File: src/design/ppp_ram.sv
// Generic single-port-write, single-port-read RAM with registered read data.
// No dependencies.
`default_nettype none
module ppp_ram #(
	parameter int WIDTH = 8,
	parameter int DEPTH = 256
) (
	input  wire logic                     clk,
	input  wire logic                     we,
	input  wire logic [$clog2(DEPTH)-1:0] waddr,
	input  wire logic [WIDTH-1:0]         wdata,
	input  wire logic                     re,
	input  wire logic [$clog2(DEPTH)-1:0] raddr,
	output      logic [WIDTH-1:0]         rdata
);
	logic [WIDTH-1:0] mem [DEPTH];

	always_ff @(posedge clk) begin
		if (we) begin
			mem[waddr] <= wdata;
		end
		if (re) begin
			rdata <= mem[raddr];
		end
	end
endmodule
`default_nettype wire

File: config.mk
export PLATFORM = sky130hd
export DESIGN_NAME = ppp_ram
export DESIGN_NICKNAME = d
export VERILOG_FILES = /design/src/design/ppp_ram.sv
export SDC_FILE = /design/constraint.sdc
export NUM_CORES = 2
export LEC_CHECK = 0
export CAP_MARGIN = 20
export CORE_MARGIN = 2
export CORE_UTILIZATION = 26
export DETAILED_ROUTE_END_ITERATION = 8
export DONT_BUFFER_PORTS = 1
export PLACE_DENSITY = 0.49
export RECOVER_POWER = 50
export REMOVE_ABC_BUFFERS = 1
export SLEW_MARGIN = 20
export SYNTH_ARGS = -nofsm -noshare
export SYNTH_HDL_FRONTEND = slang
export SYNTH_SLANG_ARGS = --single-unit
File: constraint.sdc
create_clock -name clk -period 3.8 [get_ports clk]
set_input_delay 0 -clock clk [delete_from_list [all_inputs] [get_ports clk]]
set_output_delay 0 -clock clk [all_outputs]
set_load 0.1 [all_outputs]
==> reports/results.tsv <==
metric	value	unit
status	finished with violations	
failing checks	max-capacitance violations, max-slew violations	
Worst VDD drop	0.000494	V
Sw Share	21.7	%
Comb pwr share	4.9	%
Leak	0.0276	uW
Seq cells post-synth	2056	
crit path kind	input pin to register	
GRT Max-Usage Layer	met2	
TritonRoute pass-1 iters	5	
Crit path arrival time	4.09	ns
GRT met3 Usage	2.08	%
Internal Pwr Total	36900	uW
RePlAce Congestion	0.759	
vias per inst	4.70	
met2 track utilization from global routing	22.6	%
area share of the largest cell type after synthesis	77.5	%
fin crit share	92.0	%
row cnt	203	
crit-path max FO	85	
DP Area	84800	sq um
io pins	35	
PortBufs	0	
Worst-Margin Slew	3.26	ns
Synth Area per Inst	21.3	sq um
CTS H-tree depth	4	
maximum root-to-sink buffer count	3	
Final min period	3.49	ns
Layout area overhead	15.4	%
Primary FF master, synth	edfxtp_1	
Layout Nets	3948	
layout cells sized above 1	23.1	%
final-report hold violation count	0	
GR Util met1	18.5	%
WHS	0.0380	ns
routed len/inst	26.4	microns
dpl hpwl	119000	microns
Slowest Stage Delay on Critical Path	0.61	ns
vias in the first global route	39400	
fin area	91900	sq um
total length of routed wires	216000	microns
synth top area cells	edfxtp_1 78%, mux4_2 13%, mux2i_1 1.7%, nor2_1 1.3%, a22oi_1 1.3%	
Setup-failing EPs final	0	
Slew Limit Fails	1017	
max-capacitance violation count	9	
largest net degree at the start of global routing	447	
DRT antenna net count	0	
Sink Count	2056	
CP Cell Sequence	buf_16 > buf_16 > buf_16 > mux4_2 > a22o_1 > a221oi_1 > o221ai_1 > dlygate4sd3_1 > a211oi_1 > buf_4 > nor4_1	
TritonCTS clock tree	done	
DRC	0	
Crit. End Element	register	
Reg power frac	53.2	%
initial antenna violation count	8	
HP Class	input pin to register	
die footprint	311000	sq um
synthesized area	79600	sq um
via count	38600	
RSZ-0062 raised after global routing	no	
Num CTS Buffers	209	
die height	557	microns
Top cell by count, worst path	buf_16	
initial core utilization	26.1	%
asr flop ratio synth	0	%
Global Route Usage Sum	13.7	%
P per Cell Area	512	nW/um^2
register area share after synthesis	77.5	%
critical path's slowest cell	dlygate4sd3_1	
Synth cell types	54	
Clock Latency Late Sink	0.83	ns
Core ar.	305000	sq um
total global routing overflow	0	
clock root cell	clkbuf_16	
Slew HR	-117	%
crit path launch type	input pin	
Syn. warnings	0	
Cells after Synth	3733	
clock share of power	41.8	%
DIE WIDTH	557	microns
number of enable flip-flop cells after synthesis	2056	
DRT iter0 DRCs	3613	
clk slew on worst S/H paths	0.06	ns
CP Data Required Time	4.39	ns
first-pass GRT wire length	305000	microns
switching power	10200	uW
Max Clk Rate	286	MHz
Setup Skew	0.0325	ns
Yosys top cell by area	edfxtp_1	
R2R setup slack	0.36	ns
==> stage by stage <==
step | std cells | power, uW | utilization [%] | setup WS (ns) | setup TNS, ns
6_report | 8201 | 47100 | 30.1 | 0.305 | 0
5_1_grt | 8196 | 48500 | 30.1 | 0.0941 | 0
4_1_cts | 8180 | 47400 | 30.1 | 0.141 | 0
3_5_place_dp | 7759 | 27300 | 27.8 | -1.11 | -7.00
3_3_place_gp | 7758 | 27300 | 27.8 | -1.16 | -7.42
2_1_floorplan | 3500 | 26500 | - | 1.31 | 0
==> timing repair <==
action | in CTS | in global routing
hold endpoints to repair | 2875 | 0
hold buffers | 36 | 0
setup buffers | 0 | 0
setup endpoints to repair | 2 | 6
cloned | 1 | 1
resized for setup | 0 | 0
==> layer usage <==
metal	up-vias	part of all wire, %
met2	1143	49
met5	-	0
li1	16100	-
met4	0	3.1
met3	294	5.2
met1	21000	43
==> path summary, 6_finish.rpt <==
| path | startpoint | end | cells past startpoint |
|---|---|---|---|
| min | raddr[4] | rdata[2] | 5 |
| min reg2reg | mem[199][3] | rdata[3] | 5 |
| max | raddr[0] | rdata[5] | 11 |
| max reg2reg | mem[43][5] | rdata[5] | 9 |
==> registers in the layout (all words and copies together) (netlist names) <==
signal,count
mem,2048
rdata,8
==> layout by cell type, fill, tap and decap left out, types with 24 or more instances in the layout <==
master / n
o22ai_1: 28
nor4_1: 24
buf_4: 149
mux4_2: 454
nor2b_1: 28
a22oi_1: 133
mux2i_1: 134
a21oi_1: 96
o221ai_1: 46
clkinv_2: 35
clkbuf_16: 215
nand3_1: 29
clkinv_1: 62
clkbuf_1: 48
nand2_1: 32
dlygate4sd3_1: 28
edfxtp_1: 2056
nor2_1: 272
==> kinds of logic after synthesis <==
family	synth area share [%]
flops	77.5
mux	14.6
simple gates	2.63
compound gates	3.42
buf+inv	1.83
==> final cells by class <==
| cell class | count | area (sq um) |
|---|---|---|
| Fill cell | 29700 | 213000 |
| Sequential cell | 2056 | 61700 |
| Multi-Input combinational cell | 1442 | 16500 |
| Clock buffer | 261 | 5530 |
| Tap cell | 4100 | 5130 |
| Timing Repair Buffer | 210 | 2040 |
| Clock inverter | 123 | 932 |
| Antenna cell | 7 | 17.5 |
| Inverter | 2 | 7.51 |
==> synthesized netlist by cell type (all sizes together), types with 4 or more instances <==
cell type,n
nor2,282
or2,4
mux2i,134
clkbuf,111
nand2,33
a21oi,96
o22ai,28
nand4,10
and2,6
a22oi,133
buf,122
o211ai,10
nor2b,31
edfxtp,2056
nand2b,8
o221ai,47
a211oi,16
nor4,27
nor3,22
o21ai,12
a221oi,14
o22a,5
nand3,34
mux4,456
a22o,8
o32ai,5
a2111oi,5
==> power by group through the flow <==
| stage | registers, uW | clock network [uW] | logic [uW] |
|---|---|---|---|
| floorplan | 25600 | 0 | 878 |
| global placement | 25500 | 0 | 1780 |
| detailed placement | 25500 | 0 | 1780 |
| CTS | 25000 | 20100 | 2250 |
| global route | 25000 | 21000 | 2450 |
| finish | 25100 | 19700 | 2310 |
==> critical path: cells and delay by family <==
family / cells / cell delay [ns]
AO/OA/AOI/OAI: 4 / 1.09
buffers and inverters: 5 / 2.19
multiplexers: 1 / 0.59
AND/OR/NAND/NOR: 1 / 0.05
Note: power is estimated with default switching activity, not from simulation.
